--- src/trfp_pkg.sv ---
`timescale 1ns / 1ps
// ----------------------------------------------------------------------------
// trfp_pkg
// Shared types and constants for the touch report frame parser.
// ----------------------------------------------------------------------------
package trfp_pkg;

  localparam int MAX_CONTACTS = 5;
  localparam int RECORD_BYTES = 8;
  localparam int STORE_BYTES  = 7;
  localparam int CNT_W        = 4;
  localparam int IDX_W        = 3;
  localparam int READY_BIT    = 7;

  typedef enum logic [1:0] {
    EV_CONTACT   = 2'd0,
    EV_IDLE      = 2'd1,
    EV_NOT_READY = 2'd2,
    EV_BAD_COUNT = 2'd3
  } kind_t;

  typedef struct packed {
    logic [7:0] data_byte;
    logic       frame_start;
  } item_t;

  typedef struct packed {
    kind_t       kind;
    logic [3:0]  contact_id;
    logic [15:0] pos_x;
    logic [15:0] pos_y;
    logic [15:0] touch_width;
    logic        released;
    logic        frame_last;
  } result_t;

endpackage

--- src/touch_report_frame_parser.sv ---
`timescale 1ns / 1ps
// ----------------------------------------------------------------------------
// touch_report_frame_parser
// Parses status bytes and contact records of a coordinate read stream.
// ----------------------------------------------------------------------------
// path: the input register holds an accepted byte, then the result register loads its result and raises out_valid
// throughput: one byte per cycle while the input is not stalled, set by the parser state update
// the input stalls only while a result waits in the result register
// reset: synchronous, clears frame state, previous count, swap_xy and valids
// record byte storage is not reset
module touch_report_frame_parser import trfp_pkg::*; (
  input  logic        clk,
  input  logic        rst,
  input  logic        cfg_valid,
  output logic        cfg_ready,
  input  logic        cfg_data,
  input  logic        in_valid,
  output logic        in_stall,
  input  logic [7:0]  data_byte,
  input  logic        frame_start,
  output logic        out_valid,
  input  logic        out_stall,
  output logic [1:0]  event_kind,
  output logic [3:0]  contact_id,
  output logic [15:0] pos_x,
  output logic [15:0] pos_y,
  output logic [15:0] touch_width,
  output logic        released,
  output logic        frame_last
);

  item_t   in_item;
  item_t   item;
  logic    item_valid;
  logic    item_take;
  logic    res_valid;
  result_t res;
  logic    space;
  result_t out_res;

  assign cfg_ready = 1'b1;
  assign in_item   = '{data_byte: data_byte, frame_start: frame_start};
  assign item_take = item_valid && (!res_valid || space);

  trfp_in_stage u_in (
    .clk        (clk),
    .rst        (rst),
    .in_valid   (in_valid),
    .in_item    (in_item),
    .in_stall   (in_stall),
    .item_valid (item_valid),
    .item       (item),
    .item_take  (item_take)
  );

  trfp_parser u_parser (
    .clk        (clk),
    .rst        (rst),
    .cfg_valid  (cfg_valid && cfg_ready),
    .cfg_data   (cfg_data),
    .item_valid (item_valid),
    .item       (item),
    .item_take  (item_take),
    .res_valid  (res_valid),
    .res        (res)
  );

  trfp_out_stage u_out (
    .clk       (clk),
    .rst       (rst),
    .load      (item_take && res_valid),
    .res       (res),
    .space     (space),
    .out_valid (out_valid),
    .out_stall (out_stall),
    .out_res   (out_res)
  );

  assign event_kind  = out_res.kind;
  assign contact_id  = out_res.contact_id;
  assign pos_x       = out_res.pos_x;
  assign pos_y       = out_res.pos_y;
  assign touch_width = out_res.touch_width;
  assign released    = out_res.released;
  assign frame_last  = out_res.frame_last;

endmodule

--- src/trfp_in_stage.sv ---
`timescale 1ns / 1ps
// ----------------------------------------------------------------------------
// trfp_in_stage
// Input register: holds one item for the parser and drives the input stall.
// ----------------------------------------------------------------------------
module trfp_in_stage import trfp_pkg::*; (
  input  logic  clk,
  input  logic  rst,
  input  logic  in_valid,
  input  item_t in_item,
  output logic  in_stall,
  output logic  item_valid,
  output item_t item,
  input  logic  item_take
);

  assign in_stall = item_valid && !item_take;

  always_ff @(posedge clk) begin
    if (rst) begin
      item_valid <= 1'b0;
    end else if (!in_stall) begin
      item_valid <= in_valid;
    end
  end

  always_ff @(posedge clk) begin
    if (in_valid && !in_stall) begin
      item <= in_item;
    end
  end

endmodule

--- src/trfp_parser.sv ---
`timescale 1ns / 1ps
// ----------------------------------------------------------------------------
// trfp_parser
// Frame state, record capture and result decode for one byte per cycle while item_take is high.
// ----------------------------------------------------------------------------
module trfp_parser import trfp_pkg::*; (
  input  logic    clk,
  input  logic    rst,
  input  logic    cfg_valid,
  input  logic    cfg_data,
  input  logic    item_valid,
  input  item_t   item,
  input  logic    item_take,
  output logic    res_valid,
  output result_t res
);

  localparam logic [CNT_W-1:0] MAX_CNT  = CNT_W'(MAX_CONTACTS);
  localparam logic [IDX_W-1:0] LAST_IDX = IDX_W'(RECORD_BYTES - 1);
  localparam logic [IDX_W-1:0] STORE_N  = IDX_W'(STORE_BYTES);

  logic             swap_xy;
  logic             in_frame;
  logic [CNT_W-1:0] contacts_expected;
  logic [CNT_W-1:0] contacts_done;
  logic [IDX_W-1:0] record_byte_index;
  logic [CNT_W-1:0] previous_count;
  logic [7:0]       record_bytes [STORE_BYTES];

  logic             in_frame_next;
  logic [CNT_W-1:0] contacts_expected_next;
  logic [CNT_W-1:0] contacts_done_next;
  logic [IDX_W-1:0] record_byte_index_next;
  logic [CNT_W-1:0] previous_count_next;
  logic [7:0]       record_bytes_next [STORE_BYTES];

  logic [CNT_W-1:0] count;
  logic [15:0]      rec_x;
  logic [15:0]      rec_y;

  assign count = item.data_byte[CNT_W-1:0];

  always_comb begin
    in_frame_next          = in_frame;
    contacts_expected_next = contacts_expected;
    contacts_done_next     = contacts_done;
    record_byte_index_next = record_byte_index;
    previous_count_next    = previous_count;
    record_bytes_next      = record_bytes;
    res_valid              = 1'b0;
    res                    = '0;
    res.kind               = EV_CONTACT;
    rec_x                  = '0;
    rec_y                  = '0;
    if (item_valid) begin
      if (item.frame_start) begin
        in_frame_next          = 1'b0;
        contacts_done_next     = '0;
        record_byte_index_next = '0;
        priority if (!item.data_byte[READY_BIT]) begin
          res_valid      = 1'b1;
          res.kind       = EV_NOT_READY;
          res.frame_last = 1'b1;
        end else if (count > MAX_CNT) begin
          res_valid      = 1'b1;
          res.kind       = EV_BAD_COUNT;
          res.frame_last = 1'b1;
        end else if (count == '0) begin
          res_valid           = 1'b1;
          res.kind            = EV_IDLE;
          res.released        = (previous_count != '0);
          res.frame_last      = 1'b1;
          previous_count_next = '0;
        end else begin
          previous_count_next    = count;
          contacts_expected_next = count;
          in_frame_next          = 1'b1;
        end
      end else if (in_frame) begin
        if (record_byte_index < STORE_N) begin
          record_bytes_next[record_byte_index] = item.data_byte;
        end
        if (record_byte_index < LAST_IDX) begin
          record_byte_index_next = record_byte_index + 1'b1;
        end else begin
          record_byte_index_next = '0;
          contacts_done_next     = contacts_done + 1'b1;
          rec_x                  = {record_bytes_next[2], record_bytes_next[1]};
          rec_y                  = {record_bytes_next[4], record_bytes_next[3]};
          res_valid              = 1'b1;
          res.kind               = EV_CONTACT;
          res.contact_id         = record_bytes_next[0][3:0];
          res.pos_x              = swap_xy ? rec_y : rec_x;
          res.pos_y              = swap_xy ? rec_x : rec_y;
          res.touch_width        = {record_bytes_next[6], record_bytes_next[5]};
          res.frame_last         = (contacts_done_next >= contacts_expected);
          if (res.frame_last) begin
            in_frame_next = 1'b0;
          end
        end
      end
    end
  end

  always_ff @(posedge clk) begin
    if (rst) begin
      swap_xy <= 1'b0;
    end else if (cfg_valid) begin
      swap_xy <= cfg_data;
    end
  end

  always_ff @(posedge clk) begin
    if (rst) begin
      in_frame          <= 1'b0;
      contacts_expected <= '0;
      contacts_done     <= '0;
      record_byte_index <= '0;
      previous_count    <= '0;
    end else if (item_take) begin
      in_frame          <= in_frame_next;
      contacts_expected <= contacts_expected_next;
      contacts_done     <= contacts_done_next;
      record_byte_index <= record_byte_index_next;
      previous_count    <= previous_count_next;
    end
  end

  always_ff @(posedge clk) begin
    if (item_take) begin
      record_bytes <= record_bytes_next;
    end
  end

endmodule

--- src/trfp_out_stage.sv ---
`timescale 1ns / 1ps
// ----------------------------------------------------------------------------
// trfp_out_stage
// Result register toward the output channel.
// ----------------------------------------------------------------------------
module trfp_out_stage import trfp_pkg::*; (
  input  logic    clk,
  input  logic    rst,
  input  logic    load,
  input  result_t res,
  output logic    space,
  output logic    out_valid,
  input  logic    out_stall,
  output result_t out_res
);

  assign space = !out_valid || !out_stall;

  always_ff @(posedge clk) begin
    if (rst) begin
      out_valid <= 1'b0;
    end else if (space) begin
      out_valid <= load;
    end
  end

  always_ff @(posedge clk) begin
    if (load && space) begin
      out_res <= res;
    end
  end

endmodule

--- config.mk ---
export PLATFORM = sky130hd
export DESIGN_NAME = touch_report_frame_parser
export DESIGN_NICKNAME = d
export VERILOG_FILES = /design/src/trfp_pkg.sv /design/src/touch_report_frame_parser.sv /design/src/trfp_in_stage.sv /design/src/trfp_parser.sv /design/src/trfp_out_stage.sv
export SDC_FILE = /design/constraint.sdc
export NUM_CORES = 1
export LEC_CHECK = 0
export BUFFER_PORTS_ARGS = -buffer_cell sky130_fd_sc_hd__buf_2
export CAP_MARGIN = 20
export CORE_MARGIN = 3
export CORE_UTILIZATION = 50
export DETAILED_ROUTE_END_ITERATION = 8
export PLACE_DENSITY_LB_ADDON = 0.12
export SYNTH_ARGS = -nofsm -noshare
export SYNTH_HDL_FRONTEND = slang
export SYNTH_SLANG_ARGS = --single-unit
--- constraint.sdc ---
create_clock -name clk -period 5.8 [get_ports clk]
set_input_delay 1.16 -clock clk [delete_from_list [all_inputs] [get_ports clk]]
set_output_delay 1.16 -clock clk [all_outputs]
set_load 0.01 [all_outputs]
# Word-level counts from Yosys, hierarchy flattened
# Index checks and enable logic that the tools add are counted.
[op_classes]
reduce_logical = 25
magnitude_cmp = 5
bitwise_logic = 7
muxes = 39
n_eq_ne = 1
addsub = 2
[ops]
columns = ["op", "n"]
rows = [
  ["$mux W52", 2],
  ["$bwmux W56", 1],
  ["$mux W54", 1],
  ["$mux W16", 2],
  ["$demux W8 S3", 1],
  ["$mux W1", 21],
  ["$mux W4", 4],
  ["$reduce_and A5 Y1", 2],
  ["$mux W3", 3],
  ["$mux W8", 1],
  ["$reduce_and A4 Y1", 2],
  ["$logic_and A1 B1 Y1", 6],
  ["$mux W2", 3],
  ["$not A1 Y1", 6],
  ["$reduce_and A6 Y1", 1],
  ["$logic_not A1 Y1", 5],
  ["$reduce_or A5 Y1", 1],
  ["$add A4 B1 Y4 const B", 1],
  ["$ge A4 B4 Y1", 1],
  ["$ge A4 B4 Y1 const B", 1],
  ["$gt A4 B3 Y1 const B", 1],
  ["$logic_not A4 Y1", 1],
  ["$lt A4 B1 Y1 const B", 1],
  ["$not A3 Y4", 1],
  ["9 further kinds", 10],
]
[totals]
wordCells = 104
regBits = 140
out_inout_bits = 59
inputBits = 15

# Depth between registers and ports, before layout
# Gate-level depths: netlist (run 1).
[depth]
depth_word = 13
depth_mapped = 6
depth_no_buf = 6

# Cells and area by module
# From an unflattened synthesis (run 1), not the netlist that was laid out.
[unflattened]
hier_cells = 400
hier_area_um2 = 5843.1
[modules_own_cells]
columns = ["module", "seq_area_each_um2", "area_each_um2", "n_inst", "cells_each"]
rows = [
  ["trfp_parser", 1901.8, 3772.4, 1, 321],
  ["trfp_out_stage", 1701.6, 1720.4, 1, 61],
  ["trfp_in_stage", 290.3, 320.3, 1, 13],
  ["touch_report_frame_parser", 0.0, 30.0, 1, 5],
]

# Least setup slack after synthesis (run 1)
# OpenSTA, ideal clock, no wires.
[synth_timing]
path_kind = "input port to flip-flop"
startpoint = "input port out_stall"
endpoint = "register u_out.out_res[0] (netlist name)"
t_arrival_ps = 3909
slack_ps = 1402
path_stages = 1
n_path_buf = 0
setup_ps = 488
cell_sequence = "a21oi_1"
[synth_between]
elab_chain_cells = 6
[synth_rtl]
columns = ["item", "line_no", "source"]
rows = [
  ["start: declaration", "touch_report_frame_parser.sv:22", "input logic out_stall,"],
  ["$logic_not A1 Y1 (*)", "trfp_out_stage.sv:17", "assign space = !out_valid || !out_stall;"],
  ["$logic_or A1 B1 Y1 (*)", "trfp_out_stage.sv:17", ""],
  ["$logic_or A1 B1 Y1", "touch_report_frame_parser.sv:43", "assign item_take = item_valid && (!res_valid || space);"],
  ["$logic_and A1 B1 Y1", "touch_report_frame_parser.sv:43", ""],
  ["$logic_and A1 B1 Y1", "touch_report_frame_parser.sv:71", ".load (item_take && res_valid),"],
  ["$logic_and A1 B1 Y1 (*)", "trfp_out_stage.sv:28", "if (load && space) begin"],
]
# Mark *: on every way between the ends. The rest lies on a longest branch, timed or not.
# A chain may end at the register's enable or synchronous reset.

# Worst setup path after layout (run 1)
[layout_timing]
startpoint = "input port out_stall"
endpoint = "output port in_stall"
[layout_between]
elab_chain_cells = 6
[layout_rtl]
columns = ["item", "line_no", "source"]
rows = [
  ["$logic_not A1 Y1", "trfp_out_stage.sv:17", ""],
  ["$logic_or A1 B1 Y1", "trfp_out_stage.sv:17", ""],
  ["$logic_or A1 B1 Y1", "touch_report_frame_parser.sv:43", ""],
  ["$logic_and A1 B1 Y1", "touch_report_frame_parser.sv:43", ""],
  ["$logic_not A1 Y1", "trfp_in_stage.sv:17", "assign in_stall = item_valid && !item_take;"],
  ["$logic_and A1 B1 Y1", "trfp_in_stage.sv:17", ""],
  ["end: declaration", "touch_report_frame_parser.sv:18", "output logic in_stall,"],
]
# Every way passes these cells.

==> results of run 1 <==
## cell type report
type | count | area [um2] | share of cell area
inverters | 5 | 18.77 | 0.002710
flip-flops and latches | 136 | 3895 | 0.5624
clock inverters | 15 | 127.6 | 0.01843
clock buffers | 17 | 425.4 | 0.06143
repair buffers | 75 | 382.9 | 0.05528
well taps | 143 | 178.9 | 0.02584
multi-input cells | 243 | 1897 | 0.2739
## cells in the final DEF, fill, tap and decap left out, types with 2 or more instances in the layout
cell type   Yosys  final
a21oi_1        17     16
a31oi_1         3      3
a41o_1          2      2
buf_2           5     72
buf_4           1      3
clkbuf_16       0     17
clkinv_1        0      2
clkinv_2        0      2
clkinvlp_4      0      6
dfxtp_1        19     18
edfxtp_1      117    117
ha_1            6      6
inv_1           5      5
inv_6           0      3
mux2_2         50     50
mux2i_1        34     34
nand2_1        16     16
nand2b_1        5      5
nand3_1         3      3
nand3b_1        4      4
nand4b_1        2      2
nor2_1         39     38
nor2b_1        22     22
nor3_1          3      3
nor3b_1         2      2
nor3b_4         3      3
o21ai_0         9      9
or3_1           2      2
or4_1           2      2
## flip-flops by register name, indices dropped and copies added (netlist names)
signal,cells
u_parser.in_frame,1
u_parser.record_bytes,52
u_parser.previous_count,4
u_parser.swap_xy,1
u_parser.contacts_expected,4
u_in.item_valid,1
u_out.out_valid,1
u_out.out_res,56
u_parser.contacts_done,4
u_in.item,9
u_parser.record_byte_index,3
## routing by layer
metal / global-route usage / vias to the layer above / wire, um
li1: - / 1658 / -
met1: 0.2634 / 1699 / 5352
met2: 0.2681 / 91 / 5163
met3: 0.04387 / 15 / 514
met4: 0.07443 / 0 / 180
met5: 0 / - / 0
## cells by family (layout without fill, tap and decap cells)
family	after synthesis	in the layout	synth area share
flops	136	136	0.6606
simple gates	112	112	0.1057
mux	84	84	0.1533
compound gates	38	38	0.04330
buf+inv	26	112	0.02080
fa+ha+maj	6	6	0.01274
xor+xnor	2	2	0.002972
other cells	1	1	0.0006362
## path summary, 6_finish.rpt
check | start | slack (ps) | endpoint
worst max register to register | u_parser.record_byte_index[0] | 3100 | u_out.out_res[55]
worst min-delay path | u_parser.contacts_expected[3] | 450 | u_parser.contacts_expected[3]
worst max-delay path | out_stall | 2410 | in_stall
worst min register to register | u_parser.contacts_expected[3] | 450 | u_parser.contacts_expected[3]
## critical path: stages
cell and delay [ps]:
buf_2 120, nand2_1 160, a41o_1 310, nor2_1 290, buf_2 200
## per-stage QoR
stage | instances | utilization | setup slack [ps]
after floorplan | 405 | - | 1402
after global placement | 602 | 0.5557 | 2486
after detailed placement | 602 | 0.5557 | 2432
after CTS | 634 | 0.6039 | 2426
after global routing | 634 | 0.6039 | 2334
final | 634 | 0.6039 | 2406
## power by group
part	switching (W)	internal [W]	total, W
registers	0.0000198	0.00107	0.00109
logic	0.0000334	0.0000266	0.0000600
clock network	0.000411	0.000588	0.000999
==> out/results.ini, run 1 <==
[status]
status = completed

[placement]
gp_congestion = 0.7806
dpl.hpwl_um = 7434
portBuffers = 72
postPlaceCellArea_mm2 = 0.006372

[setup_path]
cp_max_fo = 6
worst_ep_required_time_ps = 4640
end_kind = output pin
startpoint_type = input port
reg2regPathDepth = 5
critical_path_class = input port to output pin
critPathArrivalTime_ps = 2230

[floorplan]
die_w_um = 114.6
rows = 39
ios = 74
die_h_um = 114.6
dieArea_mm2 = 0.01313
core_area_mm2 = 0.01147
initial_core_util = 0.5140

[yosys]
synth_seq_cells = 136
syn_avg_cell_area_um2 = 14.55
ys_types = 46
synth_edf_count = 117
async_flop_share = 0
syn-cell-area_mm2 = 0.005894
yosysWarnings = 0
ys.flop_type = edfxtp_1
synth_top_area_share = 0.5961
synth_top_area_cell = edfxtp_1
syn-num-nets = 426
syn_inst = 405
synthTopCellsByCount = 117 x edfxtp_1, 50 x mux2_2, 39 x nor2_1
synth-seq-area-share = 0.6606
synthTopCellsByArea = edfxtp_1 60%, mux2_2 9.6%, dfxtp_1 6.5%
synth_most_common_cell = edfxtp_1

[global_routing]
track_usage = 0.1832
grt_start_max_net_pins = 41
grt_pass1_wl_um = 17970
grt_overflow = 0
first_global_vias = 3326
antenna_found_initial = 0

[timing]
timing.fmax_mhz = 294.7
clock-skew-final_ps = 8.513
hold_viol_final = 0
drv_slew = 0
worst_hold_slack_ps = 451.1
setup_tns_ps = 0
slew_headroom = 0.3386
setup_viol = 0
min_period_over_period = 0.5851
post-route-min-period_ps = 3394
worst_pin_slew_ps = 992.1
rsz0062_at_grt = false

[clock_tree]
htree_levels = 4
clock_latency_ps = 420
cts-root-buf = clkbuf_16
cts_buffer_depth = 2
cts_resized = 0
cts_setup_buffers = 0
clock-sinks = 136
postCtsHoldBufs = 0
cts_buffers = 17
cts_tree = built
clk_pin_slew_ps = 60

[finish]
area_delta_synth_final_pct = 17.49
fin_area_mm2 = 0.006925
drive_gt1_frac = 0.3442
nets = 499
nFillCells = 896
antennaDiodeCount = 0

[power]
power_density_mw_per_mm2 = 310.2
vdd_drop_max_v = 0.0001781
leakage_nw = 2.424
finalPower_w = 0.002148

[hold_path]
holdPathStages = 2
hp-class = flop to flop

[route]
ant_nets = 0
dr.pass1.iters = 4
wl_um = 11210
viasPerCell = 5.462
vias = 3463
drtIter0Drc = 250
route.detailed.drc = 0
drt-wirelength-per-cell_um = 17.68

[run]
maxCapViolations = 0

(Power assumes the default switching activity.)
==> run 2, diff against run 1 <==
- clock period: 5.8 -> 2.9 ns (I/O delays scaled with it)
==> run 2 against run 1 <==
Clock skew down 1.4 ps. Hold slack worse by 110 ps. Wire length up 2.7%. Cell count up 0.47%. Total power up 110%. Clock power up 120%. Register-to-register slack worse by 2500 ps. Largest power group is now clock.
==> out/results.ini, run 2 (same netlist as run 1, synthesis figures left out) <==
[status]
status = completed

[global_routing]
antenna_found_initial = 0  ; unchanged
first_global_vias = 3463  ; +4.1%
grt_overflow = 0  ; unchanged
grt_start_max_net_pins = 53  ; +29%
grt_pass1_wl_um = 18470  ; +2.8%
track_usage = 0.1864  ; +0.003254

[placement]
postPlaceCellArea_mm2 = 0.006395  ; +0.35%
gp_congestion = 0.8351  ; +7.0%
dpl.hpwl_um = 7469  ; +0.47%
place_inst = 605  ; +0.50%
portBuffers = 72  ; unchanged

[finish]
area_delta_synth_final_pct = 18.87
fin_area_mm2 = 0.007007  ; +1.2%
drive_gt1_frac = 0.3462  ; +0.001958
antennaDiodeCount = 0  ; unchanged
largest-register = u_out.out_res
nets = 502  ; +0.60%
final_cell_mix = 117 x edfxtp_1, 72 x buf_2, 50 x mux2_2
register_area_mm2 = 0.003895  ; unchanged
final_common_cell = edfxtp_1
multi_input_area_mm2 = 0.001897  ; unchanged
top_regs = u_out.out_res: 56 flops, u_parser.record_bytes: 52 flops, u_in.item: 9 flops
largest_register_ffs = 56  ; unchanged
layoutNonFillerInstCount = 637  ; +0.47%
nFillCells = 893  ; -0.33%

[timing]
timing.fmax_mhz = 367.2
worst_hold_slack_ps = 344.6  ; -106.6 ps
slew_headroom = 0.5463  ; +0.2077
worst_pin_slew_ps = 680.6  ; -311.5 ps
drv_slew = 0  ; unchanged
rsz0062_at_grt = false
hold_viol_final = 0  ; unchanged
setup_tns_ps = 0  ; unchanged
clock-skew-final_ps = 7.104  ; -1.409 ps
min_period_over_period = 0.9390
setup_viol = 0  ; unchanged
post-route-min-period_ps = 2723

[clock_tree]
cts_buffers = 17  ; unchanged
clock-sinks = 136  ; unchanged
postCtsHoldBufs = 0  ; unchanged
cts_tree = built
cts-root-buf = clkbuf_16
clk_pin_slew_ps = 60  ; about the same
cts_buffer_depth = 2  ; unchanged
clock_latency_ps = 410  ; about the same
htree_levels = 4  ; unchanged
cts_resized = 0  ; unchanged
cts_setup_buffers = 0  ; unchanged

[floorplan]
dieArea_mm2 = 0.01313  ; unchanged
ios = 74  ; unchanged
die_w_um = 114.6  ; unchanged
die_h_um = 114.6  ; unchanged
core_area_mm2 = 0.01147  ; unchanged
initial_core_util = 0.5140  ; unchanged
rows = 39  ; unchanged

[route]
viasPerCell = 5.485  ; +0.42%
dr.pass1.iters = 5  ; +1
drtIter0Drc = 209  ; -16%
route.detailed.drc = 0  ; unchanged
drt-wirelength-per-cell_um = 18.07  ; +2.2%
wl_um = 11510  ; +2.7%
vias = 3494  ; +0.90%
ant_nets = 0  ; unchanged

[run]
maxCapViolations = 0  ; unchanged

[power]
leakage_nw = 2.479  ; +2.3%
vdd_drop_max_v = 0.0003886  ; +120%
power_density_mw_per_mm2 = 645.4  ; +110%

[setup_path]
startpoint_type = flop
end_kind = output pin
critPathArrivalTime_ps = 2140  ; -90 ps
worst_ep_required_time_ps = 2320  ; -2320 ps
cp_max_fo = 10  ; +4
critical_path_class = flop to output pin

[hold_path]
hp-class = input port to flop

run 2: cell types whose count changed in the layout (fill, tap and decap cells not counted):
cell / previous run / this run
clkinvlp_4: 6 / 2
buf_4: 3 / 6
bufinv_16: 1 / 4
inv_6: 3 / 0
clkbuf_1: 0 / 2
clkinv_4: 1 / 3
or2_1: 1 / 0
or2_2: 0 / 1
run 2: metrics by stage:
step	total power [W]	util	worst slack, ps
after floorplan	0.002288	-	63.09
after global placement	0.002341	0.5577	638.7
after detailed placement	0.002343	0.5577	605.8
after CTS	0.004572	0.6110	158.1
after global routing	0.004665	0.6110	78.41
final	0.004522	0.6110	176.9
run 2: final cells by class:
cell class | instances | share of cell area
clock inverters | 13 | 0.02554
repair buffers | 78 | 0.05786
multi-input cells | 243 | 0.2707
clock buffers | 19 | 0.06179
flip-flops and latches | 136 | 0.5559
inverters | 5 | 0.002679
well taps | 143 | 0.02554
run 2: path summary, 6_finish.rpt:
path | to | depth (start not counted) | start | slack (ps)
worst max-delay path | in_stall | 4 | u_in.item[1] | 180
worst min-delay path | u_in.item[0] | 1 | frame_start | 340
worst max register to register | u_parser.record_bytes[39] | 5 | u_in.item[1] | 610
worst min register to register | u_parser.contacts_expected[3] | 2 | u_parser.contacts_expected[3] | 450
run 2: where the power goes:
group | total (W) | switching (W) | leakage [nW] | internal (W)
Sequential | 0.00217 | 0.0000293 | 1.24 | 0.00214
Clock | 0.00222 | 0.000789 | 0.292 | 0.00143
Combinational | 0.000133 | 0.0000778 | 0.948 | 0.0000548
run 2: per-layer routing:
| layer | vias to the layer above | GRT usage | part of all wire |
|---|---|---|---|
| li1 | 1661 | - | - |
| met1 | 1719 | 0.2553 | 0.46 |
| met2 | 106 | 0.2860 | 0.47 |
| met3 | 8 | 0.05497 | 0.062 |
| met4 | 0 | 0.06176 | 0.0094 |
| met5 | - | 0 | 0 |
run 2: worst max-delay path: stages (launching register included):
cell and delay, ps:
edfxtp_1 550, or3_4 470, a41o_1 260, nor2_1 250, buf_2 200
